$ cat src/hdl/wba_pkg.sv
// shared constants, types and codes for the windowed bitrate adapter
// used by every module of the block; depends on nothing

package wba_pkg;

  localparam int WINDOW       = 30;
  localparam int DECIDE_EVERY = 10;

  localparam int SLOT_W = $clog2(WINDOW);
  localparam int FILL_W = $clog2(WINDOW + 1);
  localparam int DEC_W  = $clog2(DECIDE_EVERY + 1);
  localparam int SUM_W  = 32 + $clog2(WINDOW);

  localparam int RATE_W = 32;
  localparam int KBPS_W = 31;
  localparam int SPAN_W = 64;
  localparam int MS_W   = 51;
  localparam int NUM_W  = 35;
  localparam int PROD_W = 38;
  localparam int DVD_W  = 64;
  localparam int CNT_W  = 6;

  localparam int TICKS_PER_MS = 10000;
  localparam int BYTE_SCALE   = 125;
  localparam int BYTE_SHIFT   = 4;

  localparam int RX_UP_WEIGHT   = 100;
  localparam int TX_UP_WEIGHT   = 98;
  localparam int RX_DOWN_WEIGHT = 10;
  localparam int TX_DOWN_WEIGHT = 9;
  localparam int UP_MUL         = 102;
  localparam int UP_DIV         = 100;
  localparam int DOWN_MUL       = 9;
  localparam int DOWN_DIV       = 10;

  localparam int MS_PAIRS  = 26;
  localparam int MS_PRE_W  = DVD_W - 2 * MS_PAIRS;
  localparam int RT_PAIRS  = (NUM_W + 1) / 2;
  localparam int RT_SHIFT  = DVD_W - 2 * RT_PAIRS;
  localparam int AVG_PAIRS = (SUM_W + 1) / 2;
  localparam int AVG_SHIFT = DVD_W - 2 * AVG_PAIRS;
  localparam int SUG_PAIRS = (PROD_W + 1) / 2;
  localparam int SUG_SHIFT = DVD_W - 2 * SUG_PAIRS;

  localparam int IN_W  = 224;
  localparam int OUT_W = 136;

  localparam int CFG_IDX_W = 2;
  localparam int CFG_W     = 31;
  localparam logic [CFG_IDX_W-1:0] REG_MIN_KBPS = 2'd0;
  localparam logic [CFG_IDX_W-1:0] REG_MAX_KBPS = 2'd1;
  localparam logic [CFG_IDX_W-1:0] REG_ATTACHED = 2'd2;

  localparam logic [KBPS_W-1:0] MIN_KBPS_RST = 31'd200;
  localparam logic [KBPS_W-1:0] MAX_KBPS_RST = 31'd1024;

  typedef enum logic [2:0] {
    ST_IDLE,
    ST_LOAD,
    ST_WAIT,
    ST_RD,
    ST_PUSH,
    ST_CMP,
    ST_CLAMP,
    ST_OUT
  } state_e;

  typedef enum logic [2:0] {
    OP_MS_TX,
    OP_RT_TX,
    OP_MS_RX,
    OP_RT_RX,
    OP_AVG_TX,
    OP_AVG_RX,
    OP_SUG
  } op_e;

  typedef enum logic [1:0] {
    DIR_HOLD = 2'd0,
    DIR_UP   = 2'd1,
    DIR_DOWN = 2'd2
  } dir_e;

  typedef struct packed {
    logic             start;
    logic [MS_W-1:0]  rem_init;
    logic [DVD_W-1:0] dvd_init;
    logic [MS_W-1:0]  divisor;
    logic [CNT_W-1:0] pairs;
  } div_req_t;

  typedef struct packed {
    logic busy;
    logic done;
  } div_rsp_t;

  typedef struct packed {
    logic rd;
    logic push;
  } hist_ctrl_t;

endpackage

$ cat src/hdl/wba_div.sv
// shared restoring divider, two quotient bits per cycle
// depends on wba_pkg

module wba_div (
  input  logic                            clk_i,
  input  logic                            rst_ni,
  input  wba_pkg::div_req_t               req_i,
  output wba_pkg::div_rsp_t               rsp_o,
  output logic [wba_pkg::DVD_W-1:0]       quot_o
);

  logic                          busy_q;
  logic                          done_q;
  logic [wba_pkg::CNT_W-1:0]     cnt_q;
  logic [wba_pkg::MS_W-1:0]      rem_q;
  logic [wba_pkg::MS_W-1:0]      den_q;
  logic [wba_pkg::DVD_W-1:0]     dvd_q;

  logic [wba_pkg::MS_W:0]        t1;
  logic [wba_pkg::MS_W:0]        t2;
  logic                          q1;
  logic                          q2;
  logic [wba_pkg::MS_W-1:0]      r1;
  logic [wba_pkg::MS_W-1:0]      r2;

  always_comb begin
    t1 = {rem_q, dvd_q[wba_pkg::DVD_W-1]};
    q1 = t1 >= {1'b0, den_q};
    r1 = q1 ? wba_pkg::MS_W'(t1 - {1'b0, den_q}) : t1[wba_pkg::MS_W-1:0];
    t2 = {r1, dvd_q[wba_pkg::DVD_W-2]};
    q2 = t2 >= {1'b0, den_q};
    r2 = q2 ? wba_pkg::MS_W'(t2 - {1'b0, den_q}) : t2[wba_pkg::MS_W-1:0];
  end

  always_ff @(posedge clk_i or negedge rst_ni) begin
    if (!rst_ni) begin
      busy_q <= 1'b0;
      done_q <= 1'b0;
      cnt_q  <= '0;
    end else begin
      done_q <= 1'b0;
      if (req_i.start) begin
        busy_q <= 1'b1;
        cnt_q  <= req_i.pairs;
      end else if (busy_q) begin
        cnt_q <= cnt_q - wba_pkg::CNT_W'(1);
        if (cnt_q == wba_pkg::CNT_W'(1)) begin
          busy_q <= 1'b0;
          done_q <= 1'b1;
        end
      end
    end
  end

  always_ff @(posedge clk_i) begin
    if (req_i.start) begin
      rem_q <= req_i.rem_init;
      den_q <= req_i.divisor;
      dvd_q <= req_i.dvd_init;
    end else if (busy_q) begin
      rem_q <= r2;
      dvd_q <= {dvd_q[wba_pkg::DVD_W-3:0], q1, q2};
    end
  end

  assign rsp_o.busy = busy_q;
  assign rsp_o.done = done_q;
  assign quot_o     = dvd_q;

endmodule

$ cat config.mk
export PLATFORM = sky130hd
export DESIGN_NAME = wba_div
export DESIGN_NICKNAME = d
export VERILOG_FILES = /design/src/hdl/wba_pkg.sv /design/src/hdl/wba_div.sv
export SDC_FILE = /design/constraint.sdc
export NUM_CORES = 1
export LEC_CHECK = 0
export BUFFER_PORTS_ARGS = -buffer_cell sky130_fd_sc_hd__buf_2
export CAP_MARGIN = 30
export CORE_ASPECT_RATIO = 2
export CORE_UTILIZATION = 40
export CTS_CLUSTER_DIAMETER = 50
export DETAILED_ROUTE_END_ITERATION = 8
export PLACE_DENSITY = 0.61
export SYNTH_ARGS = -nofsm -noshare
export SYNTH_HDL_FRONTEND = slang
export SYNTH_SLANG_ARGS = --single-unit
$ cat constraint.sdc
create_clock -name clk_i -period 14.1 [get_ports clk_i]
set_clock_uncertainty 0.05 [all_clocks]
set_input_delay 0.705 -clock clk_i [delete_from_list [all_inputs] [get_ports clk_i]]
set_output_delay 0.705 -clock clk_i [all_outputs]
set_load 0.02 [all_outputs]
==> results.yml, run 1 <==
global_routing:
  overflow: 0
  met3_usage_pct: 4.65
  grt_use_met2_pct: 51.9
  grt_max_degree: 127
  grt_pass1_vias: 13700
  grt_usage_pct: 27.7
  grt-busiest-layer: "met2"
  grt_pass1_wl_um: 76100
  antenna_found_initial: 1
  grtUsageMet1_pct: 25.3
sta:
  maxSlewHeadroom_pct: 33.3
  tns_ns: 0
  setup_viol: 0
  slew_violations: 0
  post-route-period-util_pct: 51.8
  hold_viol: 0
  min_period_ns: 7.30
  timing.hold.ws_ns: 0.0250
  worst_slew_pin_slew_ns: 0.992
  max_freq_ghz: 0.137
  rsz0062_at_grt: "no"
placed_design:
  io_buffers: 240
  dp_hpwl_um: 39700
  gp_congestion: 1.01
  placed_cell_area_um2: 15900
  dp.cells: 2205
logic_synthesis:
  yosysTopAreaCellShare_pct: 34.3
  netlist_top_cells_count: "nand2_1, edfxtp_1, a21oi_1"
  syn_inst: 1598
  synth.area.top_cells: "edfxtp_1, ha_1, mux2_2"
  synth_xor_area_share_pct: 5.30
  synth_cell_types: 92
  avgSynthCellArea_um2: 9.09
  synth-edff-count: 166
  synth_area_um2: 14500
  muxShareOfSynthArea_pct: 6.12
  synth_fa_ha_area_share_pct: 9.23
  synth.most_common_cell: "nand2_1"
  ys_ff_latch: 174
  syn_nets: 1879
  ys_seq_area_share_pct: 35.7
  synth-simple-area-share_pct: 16.3
  yosys_warnings: 0
  ys.flop_type: "edfxtp_1"
  yosysTopAreaCell: "edfxtp_1"
  synth_compound_gate_area_share_pct: 22.2
  async_reset_ff_share_pct: 4.60
  synth_top_family_by_area: "compound AO/OA/AOI/OAI gates"
floorplan:
  coreArea_um2: 35800
  start_util_pct: 40.6
  dieHeight_um: 272
  ios: 241
  rows: 98
  dieArea_um2: 37100
  die_width_um: 137
clocking:
  cts_buffers: 17
  clockRootBuffer: "clkbuf_16"
  cts_tree: "yes"
  max-clock-path-buffers: 2
  worstSkewPairLatency_ns: 0.47
  clk_pin_slew_ns: 0.08
  h-tree-depth: 4
  cts.sinks: 174
  post_cts_resized: 0
  cts_hold_buf: 0
  post_cts_buffers: 0
critical_path:
  worstPathRequired_ns: 14.35
  r2r-start: "rem_q[32]"
  reg2regPathDepth: 20
  critPathMaxStageDelay_ns: 0.75
  cp_cell_sequence: "ha_1 -> a21oi_1 -> o21ai_0 -> a221oi_2 -> o31ai_1 -> nor3_2 -> o211a_1 -> buf_4 -> o21ai_0 -> ha_1 -> a21oi_1 -> o21ai_0 -> a32oi_1 -> a311oi_1 -> o21ai_1 -> o31ai_4 -> a31oi_1 -> o211a_4 -> mux2_2 -> o21ai_0"
  cpMostUsedCell: "o21ai_0"
  end_kind: "flip-flop"
  r2r-end: "rem_q[1]"
  cp_max_fo: 61
  slowest_stage: "o211a_4"
  critPathKind: "reg2reg"
  endpoint: "rem_q[1]"
  critPathArrivalTime_ns: 7.55
  crit_start: "rem_q[32]"
  rrSetupSlack_ns: 6.80
  start_kind: "flip-flop"
detailed_routing:
  drt-pass1-iter-count: 7
  avgViaCountPerCell: 5.97
  via_count: 13400
  drc: 0
  wl_per_cell_um: 22.8
  antenna_left: 0
  wl_um: 50900
  drtIter0Drc: 810
cells_and_area:
  regArea_um2: 5180
  nets: 2055
  area_delta_synth_final_pct: 14.1
  fin_area_um2: 16600
  nFillCells: 3559
  final_cells: 2238
  drive_gt1_share_pct: 21.7
  multi_input_comb_area_um2: 8600
job:
  maxCapViolCount: 0
status:
  status: "finished clean"
worst_hold_path:
  worstHoldPathType: "in2async"
[placed cells by master (no fill, tap or decap), types with 6 or more instances in the layout]
master	instances
buf_2	239
nand2_1	167
edfxtp_1	166
a21oi_1	150
nor2_1	135
ha_1	104
inv_1	82
o21ai_0	75
mux2_2	71
xnor2_1	64
nand3_1	51
a21o_1	44
nor3_1	36
a31oi_1	29
xor2_1	24
nand4_1	22
o21bai_1	19
clkbuf_16	17
a211oi_1	14
nand2b_1	14
and2_1	13
o211ai_1	13
and3_1	13
o311ai_0	13
nor4_1	11
mux2i_1	9
o31ai_1	8
o21a_1	8
nor2b_1	8
dfrtp_1	8
or3_1	7
a2bb2oi_1	7
buf_4	7
a41oi_1	6
a21boi_0	6
clkinv_8	6
[critical path, delay by kind of cell (launching register included)]
family                   cells  cell delay (ns)
AO/OA/AOI/OAI               15             4.54
adder cells (fa/ha/maj)      2             0.83
AND/OR/NAND/NOR              1             0.48
flip-flops                   1             0.41
multiplexers                 1             0.40
buffers and inverters        1             0.36
[registers in the layout, indices dropped and copies added (netlist names)]
| register | count |
|---|---|
| done_q | 1 |
| busy_q | 1 |
| quot_o | 64 |
| rem_q | 51 |
| den_q | 51 |
| cnt_q | 6 |
[routing by layer]
metal | routed length, um | vias to the layer above
met4 | 4400 | 0
li1 | - | 6303
met2 | 27500 | 567
met1 | 16700 | 6293
met5 | 0 | -
met3 | 2400 | 205
[metrics by stage]
stage	worst slack, ns	utilization, %
2_1_floorplan	8.45	-
3_3_place_gp	7.15	44.5
3_5_place_dp	6.97	44.5
4_1_cts	6.92	46.3
5_1_grt	6.40	46.3
6_report	6.80	46.3
[cell type report]
type	count	share of cell area (%)
Antenna cell	1	0.0151
Clock buffer	17	2.57
Clock inverter	15	1.23
Inverter	84	1.92
Multi-Input combinational cell	1249	51.9
Sequential cell	174	31.3
Tap cell	450	3.40
Timing Repair Buffer	248	7.72
[kinds of logic after synthesis]
kind of cell	after synthesis
buffers and inverters	175
adders and majority gates	106
DFF	174
and+or+nand+nor	504
xor gates and xnor gates	88
AOI/OAI and AO/OA	471
muxes	80
[worst min path at each step]
stage / end / start / depth (start not counted)
after floorplan: busy_q / rst_ni / 0
after global placement: cnt_q[4] / rst_ni / 1
after detailed placement: cnt_q[3] / rst_ni / 1
after CTS: cnt_q[4] / rst_ni / 1
after global routing: cnt_q[4] / rst_ni / 1
final: cnt_q[4] / rst_ni / 1
Power of run 1 is not shown: default switching activity piles up to over one toggle a cycle in this logic, so the estimate is an artifact.
==> run 2: changes to the inputs <==
Settings changed: ABC_AREA from default to 1, PLACE_DENSITY 0.61 to 0.6.
Clock period 14.1 ns to 7.6 ns, I/O delays scaled along.
==> results.yml, run 2 <==
job:
  maxCapViolCount: 0
clocking:
  cts_buffers: 17
  clockRootBuffer: "clkbuf_16"
  post_cts_resized: 0
  cts_tree: "yes"
  max-clock-path-buffers: 2
  h-tree-depth: 4
  worstSkewPairLatency_ns: 0.46
  cts.sinks: 174
  clk_pin_slew_ns: 0.08
  post_cts_buffers: 0
detailed_routing:
  drt-pass1-iter-count: 7
  antenna_left: 0
  wl_um: 72400
  wl_met2_um: 37900
  routed.top_layer: "met4"
  via_count: 17500
  avgViaCountPerCell: 5.34
  wl_per_cell_um: 22.0
  drtIter0Drc: 1150
  wl_met1_um: 24800
  wl_met3_um: 3490
  drc: 0
cells_and_area:
  nFillCells: 4489
  area_delta_synth_final_pct: 13.0
  largest_reg_flops: 64
  regArea_um2: 5180
  final_cell_mix: "nand2_1, inv_1, buf_2, nor2_1, edfxtp_1"
  multi_input_comb_area_um2: 9720
  drive_gt1_share_pct: 14.1
  final_common_cell: "nand2_1"
  nets: 3015
placed_design:
  io_buffers: 240
  dp_hpwl_um: 60400
  gp_congestion: 1.02
logic_synthesis:
  syn_nets: 2808
  netlist_top_cells_count: "nand2_1, inv_1, nor2_1"
  yosysTopAreaCell: "edfxtp_1"
  synth.area.top_cells: "edfxtp_1, nand2_1, inv_1"
  synth_area_um2: 16800
  synth_cell_types: 49
  avgSynthCellArea_um2: 6.66
  ys.flop_type: "edfxtp_1"
  yosys_warnings: 0
  synth-edff-count: 166
  synth.most_common_cell: "nand2_1"
  ys_seq_area_share_pct: 30.8
  ys_ff_latch: 174
  async_reset_ff_share_pct: 4.60
  yosysTopAreaCellShare_pct: 29.6
  syn_inst: 2527
global_routing:
  overflow: 0
  grt_max_degree: 107
  antenna_found_initial: 5
  grt_pass1_wl_um: 107000
  grt_pass1_vias: 18000
  grt_usage_pct: 34.1
sta:
  hold_viol: 0
  tns_ns: 0
  post-route-period-util_pct: 94.6
  worst_slew_pin_slew_ns: 0.990
  slew_violations: 0
  min_period_ns: 7.19
  max_freq_ghz: 0.139
  maxSlewHeadroom_pct: 34.0
  rsz0062_at_grt: "no"
  setup_viol: 0
floorplan:
  coreArea_um2: 41300
  dieArea_um2: 42900
  die_width_um: 147
  start_util_pct: 40.8
  ios: 241
  rows: 105
  dieHeight_um: 292
critical_path:
  cp_max_fo: 53
  slowest_stage: "fa_1"
  start_kind: "flip-flop"
  r2r-end: "rem_q[48]"
  rrSetupSlack_ns: 0.41
  worstPathRequired_ns: 7.75
  r2r-start: "quot_o[63]"
  end_kind: "flip-flop"
  critPathKind: "reg2reg"
  reg2regPathDepth: 31
  critPathMaxStageDelay_ns: 0.60
  critPathArrivalTime_ns: 7.34
worst_hold_path:
  hold_start: "req_i[45]"
  holdPathStages: 1
  hold-path-endpoint: "den_q[39]"
  worstHoldPathType: "in2reg"
status:
  status: "finished clean"
-- run 2: worst max-delay path, delay by kind of cell (launching register included) --
kind	cells	cell delay [ns]
AOI/OAI and AO/OA	3	0.54
adders and majority gates	3	1.11
and+or+nand+nor	21	3.63
buffers and inverters	4	0.92
DFF	1	0.44
-- run 2: final cells by class --
| class | instances | share of cell area, % |
|---|---|---|
| Sequential cell | 174 | 27.3 |
| Timing Repair Buffer | 249 | 6.72 |
| Clock buffer | 18 | 2.31 |
| Multi-Input combinational cell | 1881 | 51.1 |
| Clock inverter | 14 | 0.868 |
| Inverter | 411 | 8.15 |
| Antenna cell | 6 | 0.0790 |
| Tap cell | 535 | 3.52 |
-- run 2: cells by family (layout without fill, tap and decap cells) --
| kind of cell | count (synthesis) | after routing | synth area share, % |
|---|---|---|---|
| other | 0 | 6 | 0 |
| buffers and inverters | 472 | 692 | 11.4 |
| flip-flops | 174 | 174 | 30.8 |
| XOR/XNOR | 64 | 64 | 3.33 |
| AO/OA/AOI/OAI | 225 | 225 | 7.56 |
| AND/OR/NAND/NOR | 1486 | 1486 | 38.9 |
| adder cells (fa/ha/maj) | 106 | 106 | 7.97 |
-- run 2: metrics by stage --
stage / instance area, um2 / cells / setup WS [ns] / utilization, % / hold slack (ns)
floorplan: 16800 / 2527 / 3.13 / - / 0.0344
global placement: 18400 / 3249 / 0.643 / 44.6 / 0.185
detailed placement: 18400 / 3249 / 0.598 / 44.6 / 0.188
CTS: 19000 / 3282 / 0.571 / 46.1 / 0.0132
global route: 19000 / 3288 / 0.131 / 46.1 / 0.0291
finish: 19000 / 3288 / 0.412 / 46.1 / 0.0338
-- run 2: layer usage --
metal	GRT usage, %	vias up
met5	0	-
met4	27.1	0
met3	4.28	212
met2	63.3	652
met1	33.6	8149
li1	-	8531
-- run 2: worst max path at each step --
stage | startpoint | endpoint | slack [ns] | depth (start not counted)
3_5_place_dp | quot_o[63] | rem_q[48] | 0.60 | 31
4_1_cts | quot_o[63] | rem_q[48] | 0.57 | 31
3_3_place_gp | quot_o[63] | rem_q[50] | 0.64 | 31
5_1_grt | quot_o[63] | rem_q[50] | 0.13 | 31
2_1_floorplan | quot_o[63] | rem_q[47] | 3.13 | 33
6_report | quot_o[63] | rem_q[48] | 0.41 | 31
-- run 2: what timing repair did --
item	in CTS	in global routing
endpoints found under the setup margin	0	0
hold endpoints to repair	8	0
hold buffers	1	0
Power of run 2 is left out for the same reason.
==> run 3: changes to the inputs <==
--- a/config.mk
+++ b/config.mk
@@ -10,8 +10,9 @@
 export CAP_MARGIN = 30
 export CORE_ASPECT_RATIO = 2
-export CORE_UTILIZATION = 40
+export CORE_UTILIZATION = 39
 export CTS_CLUSTER_DIAMETER = 50
 export DETAILED_ROUTE_END_ITERATION = 8
-export PLACE_DENSITY = 0.6
+export PLACE_DENSITY = 0.59
+export SKIP_LAST_GASP = 1
 export SYNTH_ARGS = -nofsm -noshare
 export SYNTH_HDL_FRONTEND = slang
==> constraint.sdc (replaced) <==
create_clock -name clk_i -period 7.6 [get_ports clk_i]
set_clock_uncertainty 0.05 [all_clocks]
set_input_delay 1.52 -clock clk_i [delete_from_list [all_inputs] [get_ports clk_i]]
set_output_delay 1.52 -clock clk_i [all_outputs]
set_load 0.02 [all_outputs]
==> results.yml, run 3 (synthesis gave the netlist of run 2 again) <==
global_routing:
  antenna_found_initial: 2
  overflow: 0
  grt_pass1_vias: 17500
  grt_pass1_wl_um: 103000
  grt_usage_pct: 32.7
  grt_max_degree: 97
critical_path:
  worstPathRequired_ns: 7.77
  slowest_stage: "nor3b_1"
  cp_max_fo: 42
  critPathKind: "reg2reg"
  cpMostUsedCell: "nand2_1"
  crit_start: "rem_q[6]"
  critPathMaxStageDelay_ns: 0.65
  r2r-start: "rem_q[6]"
  critPathArrivalTime_ns: 6.58
  end_kind: "flip-flop"
  start_kind: "flip-flop"
sta:
  worst_slew_pin_slew_ns: 0.945
  rsz0062_at_grt: "no"
  setup_viol: 0
  min_period_ns: 6.41
  tns_ns: 0
  maxSlewHeadroom_pct: 37.0
  post-route-period-util_pct: 84.4
  slew_violations: 0
  hold_viol: 0
  max_freq_ghz: 0.156
cells_and_area:
  nets: 3016
  final_common_cell: "nand2_1"
  final_cell_mix: "nand2_1, inv_1, buf_2, nor2_1, edfxtp_1"
  regArea_um2: 5180
  largest_reg_flops: 64
  area_delta_synth_final_pct: 13.5
  nFillCells: 4587
  drive_gt1_share_pct: 14.2
  multi_input_comb_area_um2: 9720
clocking:
  max-clock-path-buffers: 2
  post_cts_buffers: 0
  h-tree-depth: 4
  cts.sinks: 174
  clockRootBuffer: "clkbuf_16"
  cts_tree: "yes"
  cts_hold_buf: 0
  worstSkewPairLatency_ns: 0.47
  cts_buffers: 17
  post_cts_resized: 0
  clk_pin_slew_ns: 0.08
floorplan:
  die_width_um: 149
  start_util_pct: 39.5
  dieArea_um2: 44000
  dieHeight_um: 296
  coreArea_um2: 42600
  ios: 241
  rows: 107
job:
  maxCapViolCount: 0
detailed_routing:
  avgViaCountPerCell: 5.28
  wl_per_cell_um: 21.7
  drc: 0
  drtIter0Drc: 1054
  wl_um: 71400
  via_count: 17400
  antenna_left: 0
  drt-pass1-iter-count: 8
worst_hold_path:
  worstHoldPathType: "reg2reg"
  hold_start: "quot_o[54]"
placed_design:
  io_buffers: 240
  dp_hpwl_um: 59200
  gp_congestion: 1.08
status:
  status: "finished clean"
[run 3: critical path: cells and delay by family (launching register included)]
family          cells  cell delay, ns
simple gates       18            3.17
compound gates      3            1.15
flops               1            0.42
fa+ha+maj           2            0.79
buf+inv             2            0.55
[run 3: final timing paths]
path,end,slack (ns),depth (start not counted)
hold / removal,quot_o[56],0.49,2
hold reg to reg,quot_o[56],0.49,2
setup / recovery,rem_q[47],1.19,25
max in group asynchronous,busy_q,6.49,1
setup reg to reg,rem_q[47],1.19,25
min in group asynchronous,cnt_q[1],0.83,1
[run 3: metrics by stage]
stage	utilization, %	area (um2)	worst slack (ns)	std cells	hold WS (ns)
final	44.8	19100	1.19	3295	0.493
after detailed placement	43.2	18400	1.29	3259	0.471
after global placement	43.2	18400	1.22	3258	0.468
after global routing	44.8	19100	0.756	3294	0.513
after CTS	44.7	19000	1.27	3291	0.499
after floorplan	-	16800	2.96	2527	0.449
[run 3: metal layers]
| layer | share of wire [%] | global-route usage, % |
|---|---|---|
| met5 | 0 | 0 |
| met2 | 52 | 61.2 |
| met4 | 7.7 | 24.0 |
| met3 | 4.8 | 4.34 |
| met1 | 35 | 32.5 |
[run 3: cell type report]
| type | count | area share, % |
|---|---|---|
| antenna | 2 | 0.0262 |
| clock buffer | 17 | 2.23 |
| clock inverter | 15 | 1.02 |
| inverter | 411 | 8.12 |
| multi-input combinational | 1881 | 50.9 |
| sequential | 174 | 27.2 |
| tap | 545 | 3.57 |
| timing repair buffer | 250 | 6.99 |
Power of run 3 is left out for the same reason.
